`src/rtl/line_rasterizer_core_macros.svh`:
```
// Assertion macros shared by the line rasterizer RTL.
`ifndef LINE_RASTERIZER_CORE_MACROS_SVH
`define LINE_RASTERIZER_CORE_MACROS_SVH

// Checks that a condition holds at every clock edge outside reset.
`define LRC_ASSERT_ALWAYS(label, clk, rst_n, cond, msg) \
    label: assert property (@(posedge clk) disable iff (!(rst_n)) (cond)) else $error(msg);

// Checks that a consequence holds in the same cycle as its cause.
`define LRC_ASSERT_SAME(label, clk, rst_n, ante, cons, msg) \
    label: assert property (@(posedge clk) disable iff (!(rst_n)) (ante) |-> (cons)) \
        else $error(msg);

// Checks that a consequence holds in the cycle after its cause.
`define LRC_ASSERT_NEXT(label, clk, rst_n, ante, cons, msg) \
    label: assert property (@(posedge clk) disable iff (!(rst_n)) (ante) |=> (cons)) \
        else $error(msg);

`endif

```
`src/rtl/lr_pkg.sv`:
```
// Package with shared types and constants of the line rasterizer.
`default_nettype none

package lr_pkg;

    localparam int COORD_BITS_DEF = 12;

    typedef enum logic {
        CMD_LOAD = 1'b0,
        CMD_STEP = 1'b1
    } t_cmd;

    typedef struct packed {
        logic x_backward;
        logic y_backward;
        logic x_is_major;
    } t_flags;

endpackage

`default_nettype wire

```
`src/rtl/lr_setup.sv`:
```
// Line setup: direction, major axis, deltas and initial decision term.
`default_nettype none

module lr_setup #(
    parameter int COORD_BITS = lr_pkg::COORD_BITS_DEF
) (
    input  wire logic [COORD_BITS-1:0]   i_x_start,
    input  wire logic [COORD_BITS-1:0]   i_y_start,
    input  wire logic [COORD_BITS-1:0]   i_x_end,
    input  wire logic [COORD_BITS-1:0]   i_y_end,
    output lr_pkg::t_flags               o_flags,
    output logic [COORD_BITS-1:0]        o_major,
    output logic [COORD_BITS-1:0]        o_minor,
    output logic signed [COORD_BITS+1:0] o_decision,
    output logic signed [COORD_BITS+1:0] o_inc_diag
);

    logic                  x_back;
    logic                  y_back;
    logic                  x_major;
    logic [COORD_BITS-1:0] dx;
    logic [COORD_BITS-1:0] dy;

    always_comb begin
        x_back  = i_x_end < i_x_start;
        y_back  = i_y_end < i_y_start;
        dx      = x_back ? (i_x_start - i_x_end) : (i_x_end - i_x_start);
        dy      = y_back ? (i_y_start - i_y_end) : (i_y_end - i_y_start);
        x_major = dx >= dy;

        o_flags.x_backward = x_back;
        o_flags.y_backward = y_back;
        o_flags.x_is_major = x_major;

        o_major = x_major ? dx : dy;
        o_minor = x_major ? dy : dx;

        o_decision = $signed({1'b0, o_minor, 1'b0}) - $signed({2'b00, o_major});
        o_inc_diag = $signed({1'b0, o_minor, 1'b0}) - $signed({1'b0, o_major, 1'b0});
    end

endmodule

`default_nettype wire

```
`src/rtl/line_rasterizer_core.sv`:
```
// Top level of the line rasterizer: stream ports, line state and pixel output register.
//
//  Channel  | Direction | tdata (low bit up)                     | Side band
//  s_axis   | in        | x_start, y_start, x_end, y_end         | tuser = cmd
//  m_axis   | out       | pixel_x, pixel_y                       | tlast = last
//
// A new word is accepted each cycle while the output register is empty or being
// drained. The line state and the output register are updated at the accepting
// edge, so a pixel appears in the cycle after its step word.
// A load word sets up the line and produces no output word.
// The reset is synchronous and active low; no line is loaded after reset.
// A stalled output holds its word and stops input acceptance until it is taken.
`default_nettype none

module line_rasterizer_core #(
    parameter int COORD_BITS = lr_pkg::COORD_BITS_DEF
) (
    input  wire logic                                i_clk,
    input  wire logic                                i_rst_n,
    input  wire logic                                s_axis_tvalid,
    output logic                                     s_axis_tready,
    // x_start, y_start, x_end, y_end
    input  wire logic [((4*COORD_BITS+7)/8)*8-1:0]   s_axis_tdata,
    // cmd
    input  wire logic                                s_axis_tuser,
    output logic                                     m_axis_tvalid,
    input  wire logic                                m_axis_tready,
    // pixel_x, pixel_y
    output logic [((2*COORD_BITS+7)/8)*8-1:0]        m_axis_tdata,
    output logic                                     m_axis_tlast
);

    `include "line_rasterizer_core_macros.svh"

    localparam int DEC_BITS      = COORD_BITS + 2;
    localparam int OUT_DATA_BITS = ((2*COORD_BITS+7)/8)*8;

    logic [COORD_BITS-1:0]      x_start;
    logic [COORD_BITS-1:0]      y_start;
    logic [COORD_BITS-1:0]      x_end;
    logic [COORD_BITS-1:0]      y_end;
    lr_pkg::t_flags             setup_flags;
    logic [COORD_BITS-1:0]      setup_major;
    logic [COORD_BITS-1:0]      setup_minor;
    logic signed [DEC_BITS-1:0] setup_decision;
    logic signed [DEC_BITS-1:0] setup_inc_diag;

    logic                       accept;
    logic                       is_load;
    logic                       minor_step;
    logic [COORD_BITS-1:0]      x_moved;
    logic [COORD_BITS-1:0]      y_moved;

    logic [COORD_BITS-1:0]      r_cur_x,    n_cur_x;
    logic [COORD_BITS-1:0]      r_cur_y,    n_cur_y;
    logic signed [DEC_BITS-1:0] r_decision, n_decision;
    logic signed [DEC_BITS-1:0] r_inc_diag, n_inc_diag;
    logic [COORD_BITS-1:0]      r_steps,    n_steps;
    logic [COORD_BITS-1:0]      r_major,    n_major;
    logic [COORD_BITS-1:0]      r_minor,    n_minor;
    lr_pkg::t_flags             r_flags,    n_flags;
    logic                       r_active,   n_active;
    logic                       r_out_valid, n_out_valid;
    logic [COORD_BITS-1:0]      r_pix_x,    n_pix_x;
    logic [COORD_BITS-1:0]      r_pix_y,    n_pix_y;
    logic                       r_out_last, n_out_last;

    assign x_start = s_axis_tdata[COORD_BITS-1:0];
    assign y_start = s_axis_tdata[2*COORD_BITS-1:COORD_BITS];
    assign x_end   = s_axis_tdata[3*COORD_BITS-1:2*COORD_BITS];
    assign y_end   = s_axis_tdata[4*COORD_BITS-1:3*COORD_BITS];

    lr_setup #(
        .COORD_BITS (COORD_BITS)
    ) u_setup (
        .i_x_start  (x_start),
        .i_y_start  (y_start),
        .i_x_end    (x_end),
        .i_y_end    (y_end),
        .o_flags    (setup_flags),
        .o_major    (setup_major),
        .o_minor    (setup_minor),
        .o_decision (setup_decision),
        .o_inc_diag (setup_inc_diag)
    );

    assign s_axis_tready = !r_out_valid || m_axis_tready;
    assign accept        = s_axis_tvalid && s_axis_tready;
    assign is_load       = lr_pkg::t_cmd'(s_axis_tuser) == lr_pkg::CMD_LOAD;

    assign m_axis_tvalid = r_out_valid;
    assign m_axis_tlast  = r_out_last;
    assign m_axis_tdata  = OUT_DATA_BITS'({r_pix_y, r_pix_x});

    always_comb begin
        minor_step = !r_decision[DEC_BITS-1];
        x_moved    = r_flags.x_backward ? (r_cur_x - 1'b1) : (r_cur_x + 1'b1);
        y_moved    = r_flags.y_backward ? (r_cur_y - 1'b1) : (r_cur_y + 1'b1);

        n_cur_x     = r_cur_x;
        n_cur_y     = r_cur_y;
        n_decision  = r_decision;
        n_inc_diag  = r_inc_diag;
        n_steps     = r_steps;
        n_major     = r_major;
        n_minor     = r_minor;
        n_flags     = r_flags;
        n_active    = r_active;
        n_out_valid = r_out_valid && !m_axis_tready;
        n_pix_x     = r_pix_x;
        n_pix_y     = r_pix_y;
        n_out_last  = r_out_last;

        if (accept) begin
            if (is_load) begin
                n_cur_x    = x_start;
                n_cur_y    = y_start;
                n_decision = setup_decision;
                n_inc_diag = setup_inc_diag;
                n_steps    = setup_major;
                n_major    = setup_major;
                n_minor    = setup_minor;
                n_flags    = setup_flags;
                n_active   = 1'b1;
            end else if (r_active) begin
                n_out_valid = 1'b1;
                n_pix_x     = r_cur_x;
                n_pix_y     = r_cur_y;
                n_out_last  = r_steps == '0;
                if (r_steps == '0) begin
                    n_active = 1'b0;
                end else begin
                    if (r_flags.x_is_major || minor_step) begin
                        n_cur_x = x_moved;
                    end
                    if (!r_flags.x_is_major || minor_step) begin
                        n_cur_y = y_moved;
                    end
                    if (minor_step) begin
                        n_decision = r_decision + r_inc_diag;
                    end else begin
                        n_decision = r_decision + $signed({1'b0, r_minor, 1'b0});
                    end
                    n_steps = r_steps - 1'b1;
                end
            end
        end
    end

    always_ff @(posedge i_clk) begin
        if (!i_rst_n) begin
            r_cur_x     <= '0;
            r_cur_y     <= '0;
            r_decision  <= '0;
            r_inc_diag  <= '0;
            r_steps     <= '0;
            r_major     <= '0;
            r_minor     <= '0;
            r_flags     <= '0;
            r_active    <= 1'b0;
            r_out_valid <= 1'b0;
            r_out_last  <= 1'b0;
        end else begin
            r_cur_x     <= n_cur_x;
            r_cur_y     <= n_cur_y;
            r_decision  <= n_decision;
            r_inc_diag  <= n_inc_diag;
            r_steps     <= n_steps;
            r_major     <= n_major;
            r_minor     <= n_minor;
            r_flags     <= n_flags;
            r_active    <= n_active;
            r_out_valid <= n_out_valid;
            r_out_last  <= n_out_last;
        end
    end

    always_ff @(posedge i_clk) begin
        r_pix_x <= n_pix_x;
        r_pix_y <= n_pix_y;
    end

    `LRC_ASSERT_ALWAYS(a_steps_in_range, i_clk, i_rst_n, r_steps <= r_major,
        "Remaining steps exceed the major delta.")
    `LRC_ASSERT_ALWAYS(a_minor_not_above_major, i_clk, i_rst_n, r_minor <= r_major,
        "Minor delta exceeds the major delta.")
    `LRC_ASSERT_SAME(a_last_ends_line, i_clk, i_rst_n, r_out_valid && r_out_last,
        !r_active, "A pending last pixel while the line is still active.")
    `LRC_ASSERT_NEXT(a_step_gives_pixel, i_clk, i_rst_n, accept && !is_load && r_active,
        r_out_valid, "An accepted step word on an active line gave no pixel.")
    `LRC_ASSERT_NEXT(a_load_starts_line, i_clk, i_rst_n, accept && is_load,
        r_active && !r_out_valid, "A load word did not start a line cleanly.")

endmodule

`default_nettype wire

```
`config.mk`:
```
export PLATFORM = sky130hd
export DESIGN_NAME = line_rasterizer_core
export DESIGN_NICKNAME = d
export VERILOG_FILES = /design/src/rtl/lr_pkg.sv /design/src/rtl/lr_setup.sv /design/src/rtl/line_rasterizer_core.sv
export VERILOG_INCLUDE_DIRS = /design/src /design/src/rtl
export SDC_FILE = /design/constraint.sdc
export NUM_CORES = 1
export LEC_CHECK = 0
export BUFFER_PORTS_ARGS = -buffer_cell sky130_fd_sc_hd__buf_2
export CAP_MARGIN = 5
export CORE_MARGIN = 4
export CORE_UTILIZATION = 45
export DETAILED_ROUTE_END_ITERATION = 8
export PLACE_DENSITY = 0.66
export REMOVE_ABC_BUFFERS = 1
export SLEW_MARGIN = 30
export SYNTH_ARGS = -nofsm -noshare
export SYNTH_HDL_FRONTEND = slang
export SYNTH_HIERARCHICAL = 1
export SYNTH_SLANG_ARGS = --single-unit
```
`constraint.sdc`:
```
create_clock -name i_clk -period 11.9 [get_ports i_clk]
set_input_delay 1.19 -clock i_clk [delete_from_list [all_inputs] [get_ports i_clk]]
set_output_delay 1.19 -clock i_clk [all_outputs]
set_load 0.01 [all_outputs]
```
==> impl_metrics.py, run 1 <==
metrics = {
    "run_status": {
        "status": "finished clean",
    },
    "critical_path": {
        "cp-start-kind": "input pin",
        "crit_start": "s_axis_tdata[16]",
        "cp.arrival_ns": 8.36,
        "cpMaxStageDelayCell": "xor2_1",
        "crit_fanout": 34,
        "regToRegSetupSlack_ns": 9.23,
        "required_ns": 12.15,
        "rr_worst_depth": 8,
        "worstSetupPathType": "in2reg",
        "endpoint": "r_decision[11]",
        "cpMostUsedCell": "inv_1",
        "critPathMaxStageDelay_ns": 0.58,
        "end_kind": "flip-flop",
        "r2r_start": "r_decision[0]",
        "r2r_end": "r_decision[12]",
    },
    "cts": {
        "numClockSinks": 106,
        "cts_hold_buf": 0,
        "cts_resized": 0,
        "path_clk_slew_ns": 0.07,
        "clkLatencyLatePin_ns": 0.37,
        "cts_root_buffer": "clkbuf_16",
        "ctsHtreeMaxLevel": 3,
        "cts_buffers": 9,
        "cts_buffer_depth": 2,
        "cts_tree": "done",
        "post-cts-setup-buffer-count": 0,
    },
    "cells_and_area": {
        "nFillCells": 2401,
        "layout_commonest_cell": "a21oi_1",
        "num_antenna_cells": 0,
        "finalNonFillerCells": 1737,
        "drive_gt1_share_pct": 12.6,
        "nNetsFinal": 1591,
        "final_cell_mix": "a21oi_1, nand2_1, ha_1, inv_1, nor2_1",
        "areaGrowthSynthToFinish_pct": 7.97,
    },
    "sta": {
        "final_hold_viol_count": 0,
        "post-route-period-util_pct": 68.1,
        "max_freq_mhz": 123,
        "worstMarginPinSlew_ns": 0.914,
        "slew_viol_final": 0,
        "rsz0062_at_grt": "no",
        "tns_ns": 0,
        "fin_crit_ns": 8.11,
        "setup_viol": 0,
        "skew_ns": 0.00904,
        "slew_headroom_pct": 39.0,
    },
    "synthesis": {
        "yosys_warnings": 6,
        "async_flop_share_pct": 0,
        "synth_cells": 1380,
        "seq_area_frac_synth_pct": 21.8,
        "synth_cell_types": 100,
        "syn_area_um2": 10800,
        "synth-seq-cells": 106,
        "syn_area_per_cell_um2": 7.84,
        "synthFlopType": "dfxtp_1",
        "synth_edf_count": 24,
    },
    "floorplan": {
        "io_pins": 80,
        "start_util_pct": 46.0,
        "die_height_um": 163,
        "core_um2": 23500,
        "dieArea_um2": 26600,
        "die_w_um": 163,
        "num_rows": 56,
    },
    "run": {
        "maxCapViolCount": 0,
    },
    "route": {
        "ant_nets": 0,
        "wl_um": 30200,
        "drt_iter0_markers": 876,
        "num_vias": 10300,
        "firstDrtPassIters": 5,
        "vias_per_cell": 5.91,
        "avgRoutedWirePerCell_um": 17.4,
        "drcViolationCount": 0,
    },
    "global_route": {
        "grt_pass1_vias": 9651,
        "antenna_found_initial": 0,
        "grt_overflow_total": 0,
        "grt_first_pass_wirelength_um": 49300,
        "grt_max_degree": 43,
        "track_usage_pct": 22.7,
    },
    "placed_design": {
        "portBuffers": 79,
        "dpl.hpwl_um": 23000,
        "place_inst": 1721,
        "gp_congestion": 0.925,
    },
    "power": {
        "vdd_ir_drop_max_uv": 120,
        "power.density_nw_per_um2": 191,
        "power_leakage_nw": 5.22,
    },
    "min_path": {
        "hp-class": "reg2reg",
    },
}
[metrics by stage]
stage	area (um2)	util (%)	power, mW	hold slack (ns)	setup slack, ns
2_1_floorplan	10500	-	1.55	0.431	3.22
3_3_place_gp	11400	48.3	1.88	0.451	3.80
3_5_place_dp	11400	48.3	1.89	0.452	3.61
4_1_cts	11700	49.6	2.22	0.469	4.00
5_1_grt	11700	49.6	2.41	0.486	3.21
6_report	11700	49.6	2.24	0.471	3.79
[synth_stat cells, types with 22 or more instances]
| library cell | number | share of area (%) |
|---|---|---|
| a21oi_1 | 138 | 6.4 |
| nand3_1 | 34 | 1.6 |
| xnor2_1 | 34 | 2.8 |
| nor2_1 | 93 | 3.2 |
| a31oi_1 | 22 | 1.3 |
| ha_1 | 117 | 14 |
| a211oi_1 | 25 | 1.7 |
| edfxtp_1 | 24 | 6.7 |
| inv_1 | 102 | 3.5 |
| nand2_1 | 136 | 4.7 |
| clkbuf_1 | 33 | 1.1 |
| a21o_1 | 37 | 2.6 |
| dfxtp_1 | 82 | 15 |
| nor3_1 | 31 | 1.4 |
| o21ai_0 | 78 | 3.6 |
| mux2i_1 | 22 | 2.0 |
[layer usage]
| layer | track usage (%) | wire length (um) |
|---|---|---|
| met2 | 36.9 | 13700 |
| met3 | 3.05 | 1520 |
| met4 | 6.67 | 604 |
| met1 | 31.4 | 14300 |
| met5 | 0 | 0 |
[cell type report]
type                            instances  area [um2]  area share (%)
Tap cell                              319         399            3.42
Clock buffer                           13         293            2.51
Multi-Input combinational cell       1101        7730            66.2
Inverter                              105         394            3.37
Clock inverter                          3        25.0           0.214
Timing Repair Buffer                   90         478            4.09
Sequential cell                       106        2360            20.2
[how the worst min path moves through the flow]
stage	start	endpoint	slack [ns]	depth (start not counted)
2_1_floorplan	r_cur_x[4]	r_pix_x[4]	0.43	0
3_3_place_gp	r_inc_diag[0]	r_inc_diag[0]	0.45	2
3_5_place_dp	r_cur_y[8]	r_pix_y[8]	0.45	0
4_1_cts	r_cur_y[8]	r_pix_y[8]	0.47	0
5_1_grt	r_cur_x[8]	r_pix_x[8]	0.49	0
6_report	r_inc_diag[3]	r_inc_diag[3]	0.47	2
[worst max-delay path, delay by kind of cell]
kind                     cells  cell delay (ns)
AO/OA/AOI/OAI               11             2.26
XOR/XNOR                     1             0.58
adder cells (fa/ha/maj)      3             1.28
buffers and inverters        6             1.13
AND/OR/NAND/NOR              9             1.89
[logic make-up (layout without fill, tap and decap cells)]
group | count (synthesis) | count (layout) | synth area share (%)
compound gates | 457 | 457 | 28.9
simple gates | 436 | 436 | 20.0
buf+inv | 173 | 211 | 6.74
fa+ha+maj | 125 | 125 | 15.0
flops | 106 | 106 | 21.8
xor+xnor | 52 | 52 | 4.42
mux | 30 | 30 | 3.04
other cells | 1 | 1 | 0.0347
[sequential cells by signal, summed over array words and instances (netlist names), 12 cells and up]
name and cells:
r_inc_diag 14, r_steps 12, r_minor 12, r_cur_y 12, r_cur_x 12, r_pix_y 12
r_decision 14, r_pix_x 12
[power by group]
group | switching [mW] | internal, mW
clock network | 0.148 | 0.176
registers | 0.0526 | 0.422
logic | 0.861 | 0.575
Note: power is estimated with default switching activity, not from simulation.
==> run 2, diff against run 1 <==
PLACE_DENSITY = 0.69   (was 0.66)
clock period = 6.7 ns   (was 11.9 ns; I/O delays follow)
==> run 2 against run 1 <==
Compared with the run above:
- clock skew decreased by 0.00083 ns
- wire length fell by 0.61%
- clock-buffer cell count decreased by 3
- sequential power is 76% higher
- design area up 4.3%
- critical path depth unchanged
- final cell count increased by 3.4%
- first-iteration DRC count grew 19%
- global-route usage decreased by 0.60 points
- critical endpoint is now r_decision[13]
- highest routed layer unchanged
==> impl_metrics.py, run 2 (same netlist as run 1, synthesis figures left out) <==
metrics = {
    "sta": {
        "slew_viol_final": 0,
        "worstMarginPinSlew_ns": 0.819,
        "post-route-period-util_pct": 94.7,
        "max_freq_mhz": 158,
        "slew_headroom_pct": 44.6,
        "whs_ns": 0.461,
        "fin_crit_ns": 6.35,
        "final_hold_viol_count": 0,
        "skew_ns": 0.00821,
        "setup_viol": 0,
    },
    "cells_and_area": {
        "num_antenna_cells": 0,
        "multiInputGateArea_um2": 7780,
        "reg_top3": "r_decision x14, r_inc_diag x14",
        "design_area_um2": 12200,
        "drive_gt1_share_pct": 16.7,
        "nFillCells": 2357,
        "nNetsFinal": 1650,
        "areaGrowthSynthToFinish_pct": 12.6,
        "final_cell_mix": "nand2_1, a21oi_1, ha_1, inv_1, nor2_1",
        "final_util_pct": 51.7,
        "seq_area_um2": 2360,
    },
    "global_route": {
        "grt_overflow_total": 0,
        "antenna_found_initial": 0,
        "track_usage_pct": 22.1,
        "grt_first_pass_wirelength_um": 48400,
        "grt_pass1_vias": 9803,
        "grt_max_degree": 64,
    },
    "critical_path": {
        "crit_start": "s_axis_tdata[16]",
        "end_kind": "flip-flop",
        "cpMaxStageDelayCell": "xor2_1",
        "cp.arrival_ns": 6.63,
        "r2r_end": "r_decision[12]",
        "critPathMaxStageDelay_ns": 0.46,
        "crit_fanout": 24,
        "worstSetupPathType": "in2reg",
        "endpoint": "r_decision[13]",
        "rr_worst_depth": 8,
        "regToRegSetupSlack_ns": 4.00,
        "r2r_start": "r_decision[0]",
        "cpMostUsedCell": "inv_1",
        "required_ns": 6.98,
        "cp-start-kind": "input pin",
    },
    "placed_design": {
        "dpl.hpwl_um": 22900,
        "gp_congestion": 0.966,
        "portBuffers": 79,
        "placed_cell_area_um2": 11800,
    },
    "cts": {
        "cts_root_buffer": "clkbuf_16",
        "cts_buffers": 9,
        "cts_buffer_depth": 2,
        "path_clk_slew_ns": 0.07,
        "clkLatencyLatePin_ns": 0.37,
        "numClockSinks": 106,
        "ctsHtreeMaxLevel": 3,
        "cts_tree": "done",
    },
    "floorplan": {
        "num_rows": 56,
        "io_pins": 80,
        "core_um2": 23500,
        "die_height_um": 163,
        "start_util_pct": 46.0,
        "die_w_um": 163,
        "dieArea_um2": 26600,
    },
    "route": {
        "drt_iter0_markers": 1042,
        "firstDrtPassIters": 5,
        "wl_met2_um": 13800,
        "top_layer": "met4",
        "wl_um": 30000,
        "met3WireLength_um": 1640,
        "num_vias": 10600,
        "avgRoutedWirePerCell_um": 16.7,
        "drcViolationCount": 0,
        "ant_nets": 0,
        "vias_per_cell": 5.88,
        "met1Wirelength_um": 14100,
    },
    "power": {
        "vdd_ir_drop_max_uv": 224,
        "p_total_mw": 4.27,
        "power_leakage_nw": 5.50,
        "power.density_nw_per_um2": 350,
    },
    "min_path": {
        "min_from": "r_cur_x[6]",
        "hp-class": "reg2reg",
    },
    "run": {
        "maxCapViolCount": 0,
    },
    "run_status": {
        "status": "finished clean",
    },
}
-- run 2: cell types whose count changed in the layout (fill, tap and decap cells not counted), sizes merged --
cell | previous run | this run
buf | 90 | 149
clkinvlp | 0 | 2
clkbuf | 13 | 10
clkinv | 1 | 0
inv | 107 | 109
-- run 2: metrics by stage --
step,setup TNS [ns],cells,setup slack [ns]
global placement,0,1777,0.136
CTS,0,1793,0.355
finish,0,1796,0.354
floorplan,-22.68,1312,-1.46
detailed placement,0,1777,0.0114
global route,-0.0108,1796,-0.0108
-- run 2: final cells by class --
type	instances	share of cell area, %
multi-input combinational	1101	63.9
sequential	106	19.4
timing repair buffer	149	7.70
tap	319	3.28
inverter	105	3.24
clock buffer	10	2.05
clock inverter	6	0.431
-- run 2: worst max-delay path: cells and delay by family --
family                   cells  cell delay [ns]
buffers and inverters        6             0.65
AND/OR/NAND/NOR              9             1.54
adder cells (fa/ha/maj)      3             1.10
XOR/XNOR                     1             0.46
AO/OA/AOI/OAI               11             2.21
-- run 2: report_power, final --
| group | switching (mW) | leakage [nW] | internal, mW |
|---|---|---|---|
| clock | 0.275 | 0.145 | 0.282 |
| sequential | 0.0860 | 0.890 | 0.750 |
| combinational | 1.61 | 4.46 | 1.26 |
| total | 1.97 | 5.50 | 2.29 |
-- run 2: per-layer routing --
layer / up-vias / global-route usage, %
li1: 5205 / -
met1: 4983 / 30.1
met2: 343 / 37.1
met3: 35 / 3.05
met4: 0 / 5.34
met5: - / 0
-- run 2: worst min-delay path by stage --
stage                     cells after the start  slack (ns)       endpoint
after floorplan                               0        0.43     r_pix_x[4]
after global placement                        0        0.45     r_pix_x[5]
after detailed placement                      0        0.45     r_pix_y[5]
after CTS                                     0        0.46     r_pix_x[6]
after global routing                          2        0.48  r_inc_diag[4]
final                                         0        0.46     r_pix_x[6]
-- run 2: timing repair --
| action | CTS | global route |
|---|---|---|
| hold buffers | 0 | 0 |
| endpoints found under the setup margin | 0 | 7 |
| gates resized for setup | 0 | 11 |
| buffers inserted | 0 | 2 |
==> run 3, diff against run 2 <==
BUFFER_PORTS_ARGS = unset   (was -buffer_cell sky130_fd_sc_hd__buf_2)
DONT_BUFFER_PORTS = 1   (was unset)
PLACE_DENSITY = 0.66   (was 0.69)
RECOVER_POWER = 100   (was unset)
==> run 3 against run 2 <==
Compared with the run above:
- the run now ends with max-capacitance violations, max-slew violations left
- clock-buffer cell count up 1
- highest routed layer unchanged
- critical endpoint is now r_decision[12]
- non-clock buffer count shrank 101
- design area shrank 5.2%
- power shrank 4.5%
- sequential power about the same
- clock skew increased by 0.0040 ns
==> impl_metrics.py, run 3 (same netlist as run 1, synthesis figures left out) <==
metrics = {
    "global_route": {
        "grt_first_pass_wirelength_um": 50100,
        "antenna_found_initial": 0,
        "grt_max_degree": 70,
        "grt_overflow_total": 0,
        "grt_pass1_vias": 9646,
        "track_usage_pct": 23.1,
    },
    "cells_and_area": {
        "final_cell_mix": "a21oi_1, nand2_1, ha_1, inv_1, nor2_1",
        "layout_commonest_cell": "a21oi_1",
        "finalNonFillerCells": 1695,
        "reg_top3": "r_decision x14, r_inc_diag x14",
        "design_area_um2": 11600,
        "drive_gt1_share_pct": 9.59,
        "areaGrowthSynthToFinish_pct": 6.76,
        "num_antenna_cells": 0,
        "nNetsFinal": 1549,
    },
    "route": {
        "num_vias": 10200,
        "drt_iter0_markers": 962,
        "firstDrtPassIters": 5,
        "vias_per_cell": 6.00,
        "avgRoutedWirePerCell_um": 18.1,
        "drcViolationCount": 0,
        "wl_um": 30700,
        "ant_nets": 0,
    },
    "floorplan": {
        "dieArea_um2": 26600,
        "die_w_um": 163,
        "io_pins": 80,
        "num_rows": 56,
        "die_height_um": 163,
        "core_um2": 23500,
        "start_util_pct": 46.0,
    },
    "critical_path": {
        "critPathMaxStageDelay_ns": 0.40,
        "path_delay_family": "compound AO/OA/AOI/OAI gates",
        "cpMaxStageDelayCell": "fa_1",
        "worst-path-buf-inv": 5,
        "cp-start-kind": "input pin",
        "cp.arrival_ns": 6.65,
        "required_ns": 6.98,
        "crit_fanout": 22,
        "worstSetupPathType": "in2reg",
        "end_kind": "flip-flop",
    },
    "placed_design": {
        "preCtsSetupSlack_ns": -0.0177,
        "placed_cell_area_um2": 11200,
        "portBuffers": 0,
        "gp_congestion": 0.979,
        "place_inst": 1679,
        "dpl.hpwl_um": 23000,
    },
    "cts": {
        "post-cts-setup-buffer-count": 0,
        "ctsHtreeMaxLevel": 3,
        "cts_root_buffer": "clkbuf_16",
        "cts_buffer_depth": 2,
        "path_clk_slew_ns": 0.08,
        "clkLatencyLatePin_ns": 0.36,
        "cts_resized": 0,
        "cts_tree": "done",
        "cts_buffers": 9,
        "cts_hold_buf": 0,
        "numClockSinks": 106,
    },
    "sta": {
        "slew_headroom_pct": -24.2,
        "slew_viol_final": 32,
        "setup_ws_ns": 0.329,
        "final_hold_viol_count": 0,
        "worstMarginPinSlew_ns": 1.86,
        "max_freq_mhz": 157,
        "post-route-period-util_pct": 95.1,
        "fin_crit_ns": 6.37,
        "setup_viol": 0,
        "rsz0062_at_grt": "yes",
        "skew_ns": 0.0123,
        "tns_ns": 0,
    },
    "run": {
        "maxCapViolCount": 1,
    },
    "power": {
        "p_clk_share_pct": 13.8,
        "power.density_nw_per_um2": 353,
        "power_frac_seq_pct": 20.6,
        "pwr-share-comb_pct": 65.6,
        "power_leakage_nw": 5.06,
        "swShare_pct": 46.5,
        "vdd_ir_drop_max_uv": 259,
        "p_sw_mw": 1.90,
        "p_int_mw": 2.18,
    },
    "run_status": {
        "failed_checks": "max-capacitance violations, max-slew violations",
        "status": "finished, violations left",
    },
    "min_path": {
        "hp-class": "in2reg",
    },
}
[run 3: power groups by stage]
stage / Clock [mW] / Sequential (mW) / Combinational, mW
after CTS: 0.572 / 0.838 / 2.62
after detailed placement: 0 / 0.852 / 2.59
final: 0.563 / 0.838 / 2.67
after global routing: 0.592 / 0.850 / 2.96
after floorplan: 0 / 0.826 / 1.92
after global placement: 0 / 0.850 / 2.57
[run 3: layout make-up]
cell class,instances,area (um2)
Fill cell,2327,12000
Multi-Input combinational cell,1101,7750
Clock buffer,11,243
Inverter,105,394
Clock inverter,5,53.8
Tap cell,319,399
Timing Repair Buffer,48,353
Sequential cell,106,2360
[run 3: per-stage QoR]
stage	utilization [%]	hold slack (ns)	power [mW]
2_1_floorplan	-	0.431	2.75
3_3_place_gp	47.8	0.449	3.42
3_5_place_dp	47.8	0.443	3.45
4_1_cts	49.0	0.402	4.03
5_1_grt	49.1	0.404	4.41
6_report	49.1	0.410	4.07
[run 3: final timing paths]
path                                        from  depth (start not counted)              to  slack [ns]
worst min register to register     r_inc_diag[0]                          2   r_inc_diag[0]        0.47
worst min-delay path                s_axis_tuser                          1     r_cur_x[10]        0.41
worst max register to register        r_steps[0]                          9     r_cur_x[11]        3.77
worst max-delay path            s_axis_tdata[24]                         29  r_decision[12]        0.33
[run 3: layer usage]
metal	up-vias	global-route usage, %	wire length [um]
li1	5019	-	-
met1	4796	32.2	14400
met3	46	3.33	1670
met4	0	6.63	660
met2	306	37.4	14000
met5	-	0	0
